File: src/design/pcs_pkg.sv
`timescale 1ns / 1ps
`default_nettype none
package pcs_pkg;

	// Fixed geometry and ambient constants
	localparam logic [31:0] A_CAP   = 32'd82354966;    // piston area, mm^2 Q16.16
	localparam logic [31:0] A_ROD   = 32'd61766225;    // ring area, mm^2 Q16.16
	localparam logic [31:0] P_AMB   = 32'd27199223;    // ambient, MPa Q4.28
	localparam logic [47:0] V_DEAD  = 48'd655360000;   // dead volume, mm^3 Q32.16
	localparam logic [47:0] VOL_MAX = 48'hFFFF_FFFF_FFFF;
	localparam logic [63:0] PAMB_PROD = 64'(P_AMB) * 64'(A_CAP - A_ROD);
	localparam logic [31:0] PAMB_F  = 32'(PAMB_PROD >> 28);

	// Widths of the shared multiply-accumulate path
	localparam int MUL_AW = 52;
	localparam int ACC_W  = 88;
	localparam int DF_W   = 52;

	localparam logic signed [39:0] S40_MAX = 40'sh7F_FFFF_FFFF;
	localparam logic signed [39:0] S40_MIN = 40'sh80_0000_0000;
	localparam logic [ACC_W-1:0]   ACC_LIMIT = ACC_W'(56'h7F_FFFF_FFFF_FFFF);

	// Register reset values
	localparam logic [1:0]  MODE_RST   = 2'd0;
	localparam logic [31:0] SUPPLY_RST = 32'd161061274;
	localparam logic [31:0] FS_RST     = 32'd6553600;
	localparam logic [31:0] FD_RST     = 32'd1310720;
	localparam logic [31:0] SPRING_RST = 32'd157286;
	localparam logic [25:0] STROKE_RST = 26'd16384000;
	localparam logic [31:0] INVM_RST   = 32'd109227;
	localparam logic [31:0] TSTEP_RST  = 32'd42949673;
	localparam logic [63:0] VROD_PROD  = 64'(STROKE_RST) * 64'(A_ROD);
	localparam logic [47:0] VROD_RST   = V_DEAD + 48'(VROD_PROD >> 16);

	// Register indexes
	localparam logic [2:0] REG_MODE   = 3'd0;
	localparam logic [2:0] REG_SUPPLY = 3'd1;
	localparam logic [2:0] REG_FS     = 3'd2;
	localparam logic [2:0] REG_FD     = 3'd3;
	localparam logic [2:0] REG_SPRING = 3'd4;
	localparam logic [2:0] REG_STROKE = 3'd5;
	localparam logic [2:0] REG_INVM   = 3'd6;
	localparam logic [2:0] REG_TSTEP  = 3'd7;

	// Model modes
	localparam logic [1:0] MODE_SEALED = 2'd0;
	localparam logic [1:0] MODE_FIXED  = 2'd1;
	localparam logic [1:0] MODE_SPRING = 2'd2;
	localparam logic [1:0] MODE_HOLD   = 2'd3;

	// Sequencer steps, also the datapath operation codes
	localparam logic [5:0] ST_IDLE = 6'd0;
	localparam logic [5:0] ST_RI0  = 6'd1;
	localparam logic [5:0] ST_RI1  = 6'd2;
	localparam logic [5:0] ST_RI2  = 6'd3;
	localparam logic [5:0] ST_FIX  = 6'd4;
	localparam logic [5:0] ST_NRM  = 6'd5;
	localparam logic [5:0] ST_PV0  = 6'd6;
	localparam logic [5:0] ST_PV1  = 6'd7;
	localparam logic [5:0] ST_DST  = 6'd8;
	localparam logic [5:0] ST_DWT  = 6'd9;
	localparam logic [5:0] ST_VSH  = 6'd10;
	localparam logic [5:0] ST_F0   = 6'd11;
	localparam logic [5:0] ST_F1   = 6'd12;
	localparam logic [5:0] ST_F2   = 6'd13;
	localparam logic [5:0] ST_F3   = 6'd14;
	localparam logic [5:0] ST_F4   = 6'd15;
	localparam logic [5:0] ST_SP0  = 6'd16;
	localparam logic [5:0] ST_SP1  = 6'd17;
	localparam logic [5:0] ST_SP2  = 6'd18;
	localparam logic [5:0] ST_X0   = 6'd19;
	localparam logic [5:0] ST_X1   = 6'd20;
	localparam logic [5:0] ST_X2   = 6'd21;
	localparam logic [5:0] ST_V0   = 6'd22;
	localparam logic [5:0] ST_V1   = 6'd23;
	localparam logic [5:0] ST_V2   = 6'd24;
	localparam logic [5:0] ST_DEC  = 6'd25;
	localparam logic [5:0] ST_A0   = 6'd26;
	localparam logic [5:0] ST_A1   = 6'd27;
	localparam logic [5:0] ST_A2   = 6'd28;
	localparam logic [5:0] ST_VC0  = 6'd29;
	localparam logic [5:0] ST_VC1  = 6'd30;
	localparam logic [5:0] ST_VC2  = 6'd31;
	localparam logic [5:0] ST_VR0  = 6'd32;
	localparam logic [5:0] ST_VR1  = 6'd33;
	localparam logic [5:0] ST_VR2  = 6'd34;
	localparam logic [5:0] ST_OUT  = 6'd35;

	// Accumulator update kinds
	localparam logic [1:0] MAC_NONE = 2'd0;
	localparam logic [1:0] MAC_SET  = 2'd1;
	localparam logic [1:0] MAC_ADD  = 2'd2;
	localparam logic [1:0] MAC_SHA  = 2'd3;

	typedef struct packed {
		logic [5:0] op;
		logic       side;   // 0 cap chamber, 1 rod chamber
		logic       take;   // request accepted this cycle
	} cmd_t;

	typedef struct packed {
		logic [1:0] mode;
		logic       need_acc;
		logic       div_done;
		logic       out_free;
	} sts_t;

endpackage
`default_nettype wire

File: src/design/pcs_ctrl.sv
`timescale 1ns / 1ps
`default_nettype none
module pcs_ctrl (
	input  wire logic          clk,
	input  wire logic          arst_n,
	input  wire logic          req_valid,
	output logic               req_ready,
	input  wire pcs_pkg::sts_t sts,
	output pcs_pkg::cmd_t      cmd
);
	import pcs_pkg::*;

	logic [5:0] state_q, state_d;
	logic       side_q, side_d;
	logic       take;

	assign req_ready = (state_q == ST_IDLE);
	assign take      = req_valid && req_ready;

	// Next step of the sequence
	always_comb begin
		state_d = state_q;
		side_d  = side_q;
		case (state_q)
			ST_IDLE: if (take) state_d = ST_RI0;
			ST_RI0:  state_d = ST_RI1;
			ST_RI1:  state_d = ST_RI2;
			ST_RI2: begin
				side_d = 1'b0;
				if (sts.mode == MODE_HOLD) begin
					state_d = ST_OUT;
				end else if (sts.mode == MODE_SEALED) begin
					state_d = ST_NRM;
				end else begin
					state_d = ST_FIX;
				end
			end
			ST_FIX:  state_d = ST_VSH;
			ST_NRM:  state_d = ST_PV0;
			ST_PV0:  state_d = ST_PV1;
			ST_PV1:  state_d = ST_DST;
			ST_DST:  state_d = ST_DWT;
			ST_DWT: begin
				if (sts.div_done) begin
					if (side_q) begin
						state_d = ST_VSH;
					end else begin
						side_d  = 1'b1;
						state_d = ST_NRM;
					end
				end
			end
			ST_VSH:  state_d = ST_F0;
			ST_F0:   state_d = ST_F1;
			ST_F1:   state_d = ST_F2;
			ST_F2:   state_d = ST_F3;
			ST_F3:   state_d = ST_F4;
			ST_F4:   state_d = (sts.mode == MODE_SPRING) ? ST_SP0 : ST_X0;
			ST_SP0:  state_d = ST_SP1;
			ST_SP1:  state_d = ST_SP2;
			ST_SP2:  state_d = ST_X0;
			ST_X0:   state_d = ST_X1;
			ST_X1:   state_d = ST_X2;
			ST_X2:   state_d = ST_V0;
			ST_V0:   state_d = ST_V1;
			ST_V1:   state_d = ST_V2;
			ST_V2:   state_d = ST_DEC;
			ST_DEC:  state_d = sts.need_acc ? ST_A0 : ST_VC0;
			ST_A0:   state_d = ST_A1;
			ST_A1:   state_d = ST_A2;
			ST_A2:   state_d = ST_VC0;
			ST_VC0:  state_d = ST_VC1;
			ST_VC1:  state_d = ST_VC2;
			ST_VC2:  state_d = ST_VR0;
			ST_VR0:  state_d = ST_VR1;
			ST_VR1:  state_d = ST_VR2;
			ST_VR2:  state_d = ST_OUT;
			ST_OUT:  if (sts.out_free) state_d = ST_IDLE;
			default: state_d = ST_IDLE;
		endcase
	end

	// Hold the step and the chamber select
	always_ff @(posedge clk or negedge arst_n) begin
		if (!arst_n) begin
			state_q <= ST_IDLE;
			side_q  <= 1'b0;
		end else begin
			state_q <= state_d;
			side_q  <= side_d;
		end
	end

	assign cmd.op   = state_q;
	assign cmd.side = side_q;
	assign cmd.take = take;

endmodule
`default_nettype wire

File: config.mk
export PLATFORM = sky130hd
export DESIGN_NAME = pcs_ctrl
export DESIGN_NICKNAME = d
export VERILOG_FILES = /design/src/design/pcs_pkg.sv /design/src/design/pcs_ctrl.sv
export SDC_FILE = /design/constraint.sdc
export NUM_CORES = 1
export LEC_CHECK = 0
export ABC_AREA = 1
export BUFFER_PORTS_ARGS = -buffer_cell sky130_fd_sc_hd__buf_2
export CELL_PAD_IN_SITES_DETAIL_PLACEMENT = 1
export CELL_PAD_IN_SITES_GLOBAL_PLACEMENT = 1
export CORE_MARGIN = 2
export CORE_UTILIZATION = 38
export DETAILED_ROUTE_END_ITERATION = 10
export GPL_ROUTABILITY_DRIVEN = 0
export PLACE_DENSITY = 0.82
export SETUP_SLACK_MARGIN = 0.1
export SLEW_MARGIN = 25
export SYNTH_ARGS = -nofsm -noshare
export SYNTH_HDL_FRONTEND = slang
export SYNTH_SLANG_ARGS = --single-unit
File: constraint.sdc
create_clock -name clk -period 3.7 [get_ports clk]
set_input_delay 0.37 -clock clk [delete_from_list [all_inputs] [get_ports clk]]
set_output_delay 0.37 -clock clk [all_outputs]
set_load 0.005 [all_outputs]
==> results of run 1 <==
[routing by layer]
metal	global-route usage	wire length (um)	vias to the layer above
met1	0.328	1280	480
met3	0.0565	139	2
li1	-	-	518
met2	0.452	1510	27
met4	0.0495	28	0
met5	0	0	-
[state kept, by name, summed over array words and instances, names as in the netlist]
name / cells
state_q: 6
side_q: 1
[kinds of logic (layout without fill, tap and decap cells)]
family	count (synthesis)	after routing	share of synthesized area
AND/OR/NAND/NOR	106	106	0.562
buffers and inverters	23	40	0.116
AO/OA/AOI/OAI	13	13	0.0812
flip-flops	7	7	0.211
adder cells (fa/ha/maj)	2	2	0.0301
[worst min-delay path by stage]
stage                        endpoint  slack, ns
6_report           side_q$_DFFE_PN0P_       0.40
5_1_grt            side_q$_DFFE_PN0P_       0.44
4_1_cts            side_q$_DFFE_PN0P_       0.40
3_5_place_dp   state_q[2]$_DFFE_PN0P_       0.22
3_3_place_gp   state_q[0]$_DFFE_PN0P_       0.21
2_1_floorplan      side_q$_DFFE_PN0P_       0.07
[cell usage after synthesis (all sizes together)]
cell type	count	area, sq um
a21oi	6	30.0
buf	4	25.0
clkinv	1	3.75
dfrtp	7	175
ha	2	25.0
inv	18	67.6
nand2	51	191
nand3	18	90.1
nand3b	2	15.0
nand4	6	37.5
nor2	26	113
nor3	2	15.0
o211ai	1	7.51
o21ai	6	30.0
or2	1	6.26
[cells in the final DEF, fill, tap and decap left out]
| master | netlist | final |
|---|---|---|
| or2_1 | 1 | 1 |
| nor2_2 | 3 | 3 |
| clkbuf_1 | 0 | 1 |
| o21ai_0 | 5 | 5 |
| nor2_1 | 22 | 22 |
| a21oi_1 | 6 | 6 |
| nand4_1 | 6 | 6 |
| buf_2 | 2 | 16 |
| dlygate4sd3_1 | 0 | 1 |
| o21ai_1 | 1 | 1 |
| inv_2 | 6 | 6 |
| o211ai_1 | 1 | 1 |
| inv_1 | 12 | 12 |
| nand3_1 | 18 | 18 |
| clkinv_1 | 1 | 1 |
| nor3_2 | 1 | 1 |
| nand2_1 | 51 | 51 |
| clkbuf_4 | 0 | 3 |
| nand3b_1 | 2 | 2 |
| dfrtp_1 | 7 | 7 |
| nor2_4 | 1 | 1 |
| ha_1 | 2 | 2 |
| nor3_1 | 1 | 1 |
[power groups by stage]
stage | logic (uW) | registers (uW) | clock network (uW)
5_1_grt | 676 | 178 | 81.0
2_1_floorplan | 421 | 157 | 0
3_5_place_dp | 585 | 173 | 0
3_3_place_gp | 565 | 169 | 0
6_report | 594 | 173 | 74.9
4_1_cts | 593 | 172 | 75.2
[worst max-delay path, cell delays in order, from the launching register on]
cell	delay [ns]
dfrtp_1	0.42
nor2_2	0.54
nand3_1	0.26
nor2_1	0.15
buf_2	0.13
[through the flow]
step / area [sq um] / hold WS [ns] / cells / utilization
2_1_floorplan: 832 / 0.0744 / 151 / -
3_3_place_gp: 921 / 0.209 / 190 / 0.455
3_5_place_dp: 921 / 0.221 / 190 / 0.455
4_1_cts: 957 / 0.398 / 195 / 0.473
5_1_grt: 957 / 0.444 / 195 / 0.473
6_report: 957 / 0.396 / 195 / 0.473
[area by class of cell]
cell class	count	share of cell area
well taps	27	0.0353
repair buffers	17	0.0941
multi-input cells	121	0.586
clock buffers	4	0.0275
inverters	19	0.0745
flip-flops and latches	7	0.183
==> flow_summary.ini, run 1 <==
[status]
outcome = completed

[die]
initial_core_util = 0.412
rows = 16
core_area_sq_um = 2020
die_area_sq_um = 2580
dieHeight_um = 50.8
io_pins = 17
die_w_um = 50.8

[detailed_routing]
avgViaCountPerCell = 5.27
drtIter0Drc = 33
drc = 0
wirelength_um = 2960
vias = 1027
ant_nets = 0
wl_per_cell_um = 15.2
drtPass1Iterations = 4

[sta]
hold_viol_final = 0
max_freq_mhz = 469
fin_crit_ns = 2.13
clock_skew_ns = 0.00862
slew_viol_final = 0
setup_tns_ns = 0
max_slew_margin = 0.566
rsz0062_at_grt = no
finalCritPeriodShare = 0.577
finalSetupViolCount = 0
worst_pin_slew_ns = 0.651
setup_ws_ns = 1.57

[worst_hold_path]
whs_path_depth = 3
min_path_type = in -> reg
min_from = sts[1]

[place]
post-dp-hpwl_um = 2360
pre_cts_slack_ns = 1.89
numPortBuffers = 16

[final_layout]
synthToLayoutAreaGrowth_pct = 15.0
multi_input_area_sq_um = 561
seqCellArea_sq_um = 175
final_layout_size_suffix_gt1_frac = 0.179
n_antenna_cell = 0
n_fill_cell = 319
fin_nets = 179

[synthesis]
postSynthAreaPerCell_sq_um = 5.51
synth-seq-cells = 7
syn-num-nets = 161
synth_cells = 151
yosysSeqAreaShare = 0.211
synth_area_sq_um = 832
synthDistinctLibCells = 21
synth_warnings = 0

[worst_setup_path]
cp.arrival_ns = 1.76
reg2reg_from = state_q[4]$_DFFE_PN0P_
critPathLaunch = state_q[4]$_DFFE_PN0P_
cp-end-kind = output port
setup.worst_path.end = cmd[0]
cp.required_ns = 3.33
reg2reg_slack_ns = 1.91
critPathMaxFanout = 17
start_kind = flop
critPathKind = reg -> out
timing.rr.end = state_q[0]$_DFFE_PN0P_
r2r.worst_path.cells = 7

[pwr]
p_comb_frac = 0.705
intPower_uw = 330
p_sw_frac = 0.608
max-vdd-ir-drop_mv = 0.492
p_seq_frac = 0.206
power_uw = 842
clock_power_share = 0.089
leakage_uw = 0.000552
p_switching_uw = 512
pwr_density_cell_nw_per_um2 = 880

[cts]
h-tree-depth = 1
cts_buffers = 3
post_cts_buffers = 0
clockRootBuffer = clkbuf_4
clock_latency_ns = 0.27
clkTransAtPathRegs_ns = 0.05
postCtsHoldBufs = 1
cts_buffer_depth = 2
ctsResizeCount = 0
clock-sinks = 7
cts_tree = built

[global_routing]
grt_max_degree = 18
overflow = 0
grt_pass1_vias = 1089
antenna_found_initial = 0
gr-usage-all-layers = 0.259
grt_pass1_wl_um = 4970

[job]
drv_cap = 0
(Power assumes the default switching activity.)
==> run 2: changes to the inputs <==
CORE_ASPECT_RATIO = 0.5   (was not set)
CORE_UTILIZATION = 32   (was 38)
PLACE_DENSITY = 0.73   (was 0.82)
clock period = 1.8 ns   (was 3.7 ns; I/O delays follow)
==> flow_summary.ini, run 2 (synthesis gave the netlist of run 1 again) <==
[worst_setup_path]
crit_chain = inv_2, nor2_4, nand3_1, or2_1, o21ai_1, nor2_1, nand2_1, nand2_1
path_buf_inv = 1
start_kind = flop
critPathMaxFanout = 8
cpMostUsedCell = nand2_1
crit_slowest_cell = dfrtp_2
cp-end-kind = flop
max_stage_delay_ns = 0.47
critPathKind = reg -> reg
cp.arrival_ns = 1.73
cp.required_ns = 1.92
cp_top_family = simple AND/OR/NAND/NOR gates

[detailed_routing]
ant_nets = 0
drtIter0Drc = 90
drc = 0
wirelength_um = 3180
wl_per_cell_um = 15.3
vias = 1062
drtPass1Iterations = 4
avgViaCountPerCell = 5.11

[cts]
clkTransAtPathRegs_ns = 0.04
cts_tree = built
cts_buffer_depth = 2
clock_latency_ns = 0.23
clockRootBuffer = clkbuf_8
h-tree-depth = 1
cts_buffers = 3
clock-sinks = 7

[pwr]
max-vdd-ir-drop_mv = 0.784
pwr_density_cell_nw_per_um2 = 1890
leakage_uw = 0.000588

[final_layout]
largest_reg_flops = 6
final_common_cell = nand2_1
n_antenna_cell = 0
fin_nets = 184
multi_input_area_sq_um = 586
layout_common_cells = nand2_1 (50), nor2_1 (19), nand3_1 (17), buf_2 (16), inv_1 (12)
synthToLayoutAreaGrowth_pct = 26.6
n_fill_cell = 349
largestRegisters = state_q (6), side_q (1)
final_area_sq_um = 1050
final_layout_size_suffix_gt1_frac = 0.254
seqCellArea_sq_um = 179
regMostFlops = state_q

[sta]
clock_skew_ns = 0.00177
slew_viol_final = 0
max_slew_margin = 0.769
fin_crit_ns = 1.61
hold_viol_final = 0
setup_tns_ns = 0
finalCritPeriodShare = 0.895
setup_ws_ns = 0.188
max_freq_mhz = 620
worst_pin_slew_ns = 0.345
finalSetupViolCount = 0
rsz0062_at_grt = yes

[place]
numPortBuffers = 16
pre_cts_slack_ns = 0.129
post-dp-hpwl_um = 2510
place_area_sq_um = 953

[global_routing]
overflow = 0
antenna_found_initial = 0
grt_pass1_wl_um = 4910
gr-usage-all-layers = 0.220
grt_pass1_vias = 979
grt_max_degree = 18

[die]
die_w_um = 76.1
dieHeight_um = 40.1
io_pins = 17
rows = 12
die_area_sq_um = 3050
core_area_sq_um = 2340
initial_core_util = 0.355

[status]
outcome = completed

[job]
drv_cap = 0

[worst_hold_path]
min_path_type = in -> reg
==> run 2: cell count changes in the layout (fill, tap and decap cells not counted), sizes merged <==
cell    delta
clkbuf     -1
clkinv     +1
buf        +5
==> run 2: per-layer routing <==
layer,track usage,share of wire
met5,0,0
met4,0.0636,0.010
met3,0.0428,0.064
met2,0.359,0.42
met1,0.305,0.51
==> run 2: final timing paths <==
path,start,to,slack [ns],cells after the start
setup / recovery,state_q[3]$_DFFE_PN0P_,state_q[3]$_DFFE_PN0P_,0.19,8
hold / removal,sts[1],side_q$_DFFE_PN0P_,0.23,3
setup reg to reg,state_q[3]$_DFFE_PN0P_,state_q[3]$_DFFE_PN0P_,0.19,8
hold reg to reg,side_q$_DFFE_PN0P_,side_q$_DFFE_PN0P_,0.59,2
max in group asynchronous,arst_n,state_q[0]$_DFFE_PN0P_,1.27,2
min in group asynchronous,arst_n,side_q$_DFFE_PN0P_,0.35,2
==> run 2: cell type report <==
cell class,instances,area share
repair buffers,22,0.121
inverters,19,0.0677
clock inverters,1,0.00475
multi-input cells,121,0.556
flip-flops and latches,7,0.170
clock buffers,3,0.0392
well taps,35,0.0416
==> run 2: through the flow <==
step	utilization	cells	hold slack [ns]	power, uW
after global placement	0.407	201	0.0172	1630
final	0.450	208	0.226	1990
after detailed placement	0.407	201	0.0268	1640
after global routing	0.450	208	0.235	2170
after floorplan	-	151	-0.116	1190
after CTS	0.432	206	0.228	1890
==> run 2: repair_timing <==
item | in CTS | in global routing
pin swaps | 0 | 1
hold endpoints to repair | 7 | 0
endpoints found under the setup margin | 2 | 6
hold buffers | 1 | 0
setup buffers | 0 | 2
resized for setup | 1 | 9
==> run 2: report_power, final <==
group	switching [uW]	leakage (uW)	internal, uW	total (uW)
Clock	77.3	0.0000255	151	228
Sequential	152	0.0000872	239	392
Combinational	920	0.000475	447	1370
Total	1150	0.000588	837	1990
==> run 2: worst register-to-register path, stage by stage (launching register included) <==
cell and delay (ns):
dfrtp_2 0.47, inv_2 0.10, nor2_4 0.22, nand3_1 0.12
or2_1 0.26, o21ai_1 0.09, nor2_1 0.08, nand2_1 0.10
nand2_1 0.06
==> run 3: changes to the inputs <==
CORE_ASPECT_RATIO = not set   (was 0.5)
CORE_UTILIZATION = 33   (was 32)
CTS_BUF_LIST = sky130_fd_sc_hd__clkbuf_4 sky130_fd_sc_hd__clkbuf_8   (was not set)
PLACE_DENSITY = 0.75   (was 0.73)
==> flow_summary.ini, run 3 (synthesis gave the netlist of run 1 again) <==
[die]
initial_core_util = 0.342
io_pins = 17
dieHeight_um = 54.2
rows = 18
die_w_um = 54.2
die_area_sq_um = 2940
core_area_sq_um = 2430

[sta]
rsz0062_at_grt = no
clock_skew_ns = 0.00123
finalSetupViolCount = 0
slew_viol_final = 0
fin_crit_ns = 1.71
worst_pin_slew_ns = 0.339
setup_tns_ns = 0
max_freq_mhz = 585
fin_hold_ws_ns = 0.226
max_slew_margin = 0.773
finalCritPeriodShare = 0.950
hold_viol_final = 0

[cts]
clockRootBuffer = clkbuf_4
cts_tree = built
cts_buffers = 3
clock_latency_ns = 0.24
clock-sinks = 7
h-tree-depth = 1
cts_buffer_depth = 2
clkTransAtPathRegs_ns = 0.05

[final_layout]
final_area_sq_um = 1030
final_core_util = 0.422
n_fill_cell = 358
layout_common_cells = nand2_1 (51), nor2_1 (20), nand3_1 (18), buf_2 (16), inv_1 (12)
final_common_cell = nand2_1
n_antenna_cell = 0
multi_input_area_sq_um = 566
seqCellArea_sq_um = 179
largest_reg_flops = 6
synthToLayoutAreaGrowth_pct = 23.3
final_layout_size_suffix_gt1_frac = 0.246
fin_nets = 186
regMostFlops = state_q
largestRegisters = state_q (6), side_q (1)

[worst_setup_path]
crit_chain = inv_2, nor2_4, buf_4, nand2_1, o21ai_0, nand2_1, nand2_1, nor2_1, nand2_1, nand2_1, nand2_1
cp_top_family = simple AND/OR/NAND/NOR gates
cp.arrival_ns = 1.84
path_buf_inv = 2
critPathKind = reg -> reg
critPathMaxFanout = 8
crit_slowest_cell = dfrtp_2
max_stage_delay_ns = 0.47
cp-end-kind = flop
start_kind = flop
cpMostUsedCell = nand2_1
cp.required_ns = 1.93

[place]
post-dp-hpwl_um = 2450
place_area_sq_um = 947
numPortBuffers = 16

[global_routing]
gr-usage-all-layers = 0.229
grt_pass1_vias = 1040
grt_pass1_wl_um = 4710
overflow = 0
grt_max_degree = 14
antenna_found_initial = 0

[detailed_routing]
avgViaCountPerCell = 5.14
drtPass1Iterations = 4
wl_per_cell_um = 14.5
drc = 0
drtIter0Drc = 19
wirelength_um = 2980
vias = 1054
ant_nets = 0

[pwr]
max-vdd-ir-drop_mv = 0.854
power_uw = 1850
pwr_density_cell_nw_per_um2 = 1810
leakage_uw = 0.000587

[status]
outcome = completed

[worst_hold_path]
min_path_type = in -> reg

[job]
drv_cap = 0
## run 3: changes by cell type in the layout (fill, tap and decap cells not counted)
cell	change
nand2_1	+1
nor2_1	+1
clkinv_2	-1
nand3_2	-1
clkbuf_4	+4
nor2_4	-2
nor2_2	+1
nand3_1	+1
clkbuf_8	-3
nand2_2	-1
buf_4	+2
## run 3: worst paths after layout
check / from / end / slack, ns / cells after the start
setup / recovery: state_q[3]$_DFFE_PN0P_ / state_q[3]$_DFFE_PN0P_ / 0.09 / 11
hold / removal: sts[1] / side_q$_DFFE_PN0P_ / 0.23 / 3
setup reg to reg: state_q[3]$_DFFE_PN0P_ / state_q[3]$_DFFE_PN0P_ / 0.09 / 11
hold reg to reg: state_q[0]$_DFFE_PN0P_ / state_q[0]$_DFFE_PN0P_ / 0.58 / 2
max in group asynchronous: arst_n / state_q[3]$_DFFE_PN0P_ / 1.33 / 2
min in group asynchronous: arst_n / state_q[1]$_DFFE_PN0P_ / 0.30 / 2
## run 3: tightest hold or removal path, delay by kind of cell
kind	cells	cell delay, ns
buf+inv	1	0.08
simple gates	1	0.03
compound gates	1	0.13
## run 3: layer usage
metal,global-route usage,wire (um),vias to the layer above
met5,0,0,-
met4,0.100,57,0
met3,0.0246,126,6
met2,0.412,1500,25
met1,0.273,1300,492
li1,-,-,531
## run 3: final cells by class
class	count	share of cell area
multi-input cells	121	0.551
inverters	19	0.0695
flip-flops and latches	7	0.174
repair buffers	24	0.139
clock buffers	4	0.0293
well taps	30	0.0366
## run 3: power by group
part / leakage (uW) / switching [uW] / internal (uW)
Combinational: 0.000482 / 877 / 451
Clock: 0.0000184 / 50.6 / 99.2
Sequential: 0.0000869 / 137 / 238
## run 3: repair_timing
action                                  in CTS  in global routing
pin swaps                                    0                  1
gates resized for setup                      1                  4
cloned                                       0                  0
hold buffers                                 1                  0
hold endpoints to repair                     7                  0
endpoints found under the setup margin       2                  6
buffers inserted                             0                  4
## run 3: per-stage QoR
step | cells | setup slack (ns)
after CTS | 201 | 0.0958
final | 205 | 0.0894
after global routing | 205 | 0.0262
after global placement | 196 | 0.193
after detailed placement | 196 | 0.115
after floorplan | 151 | 0.410
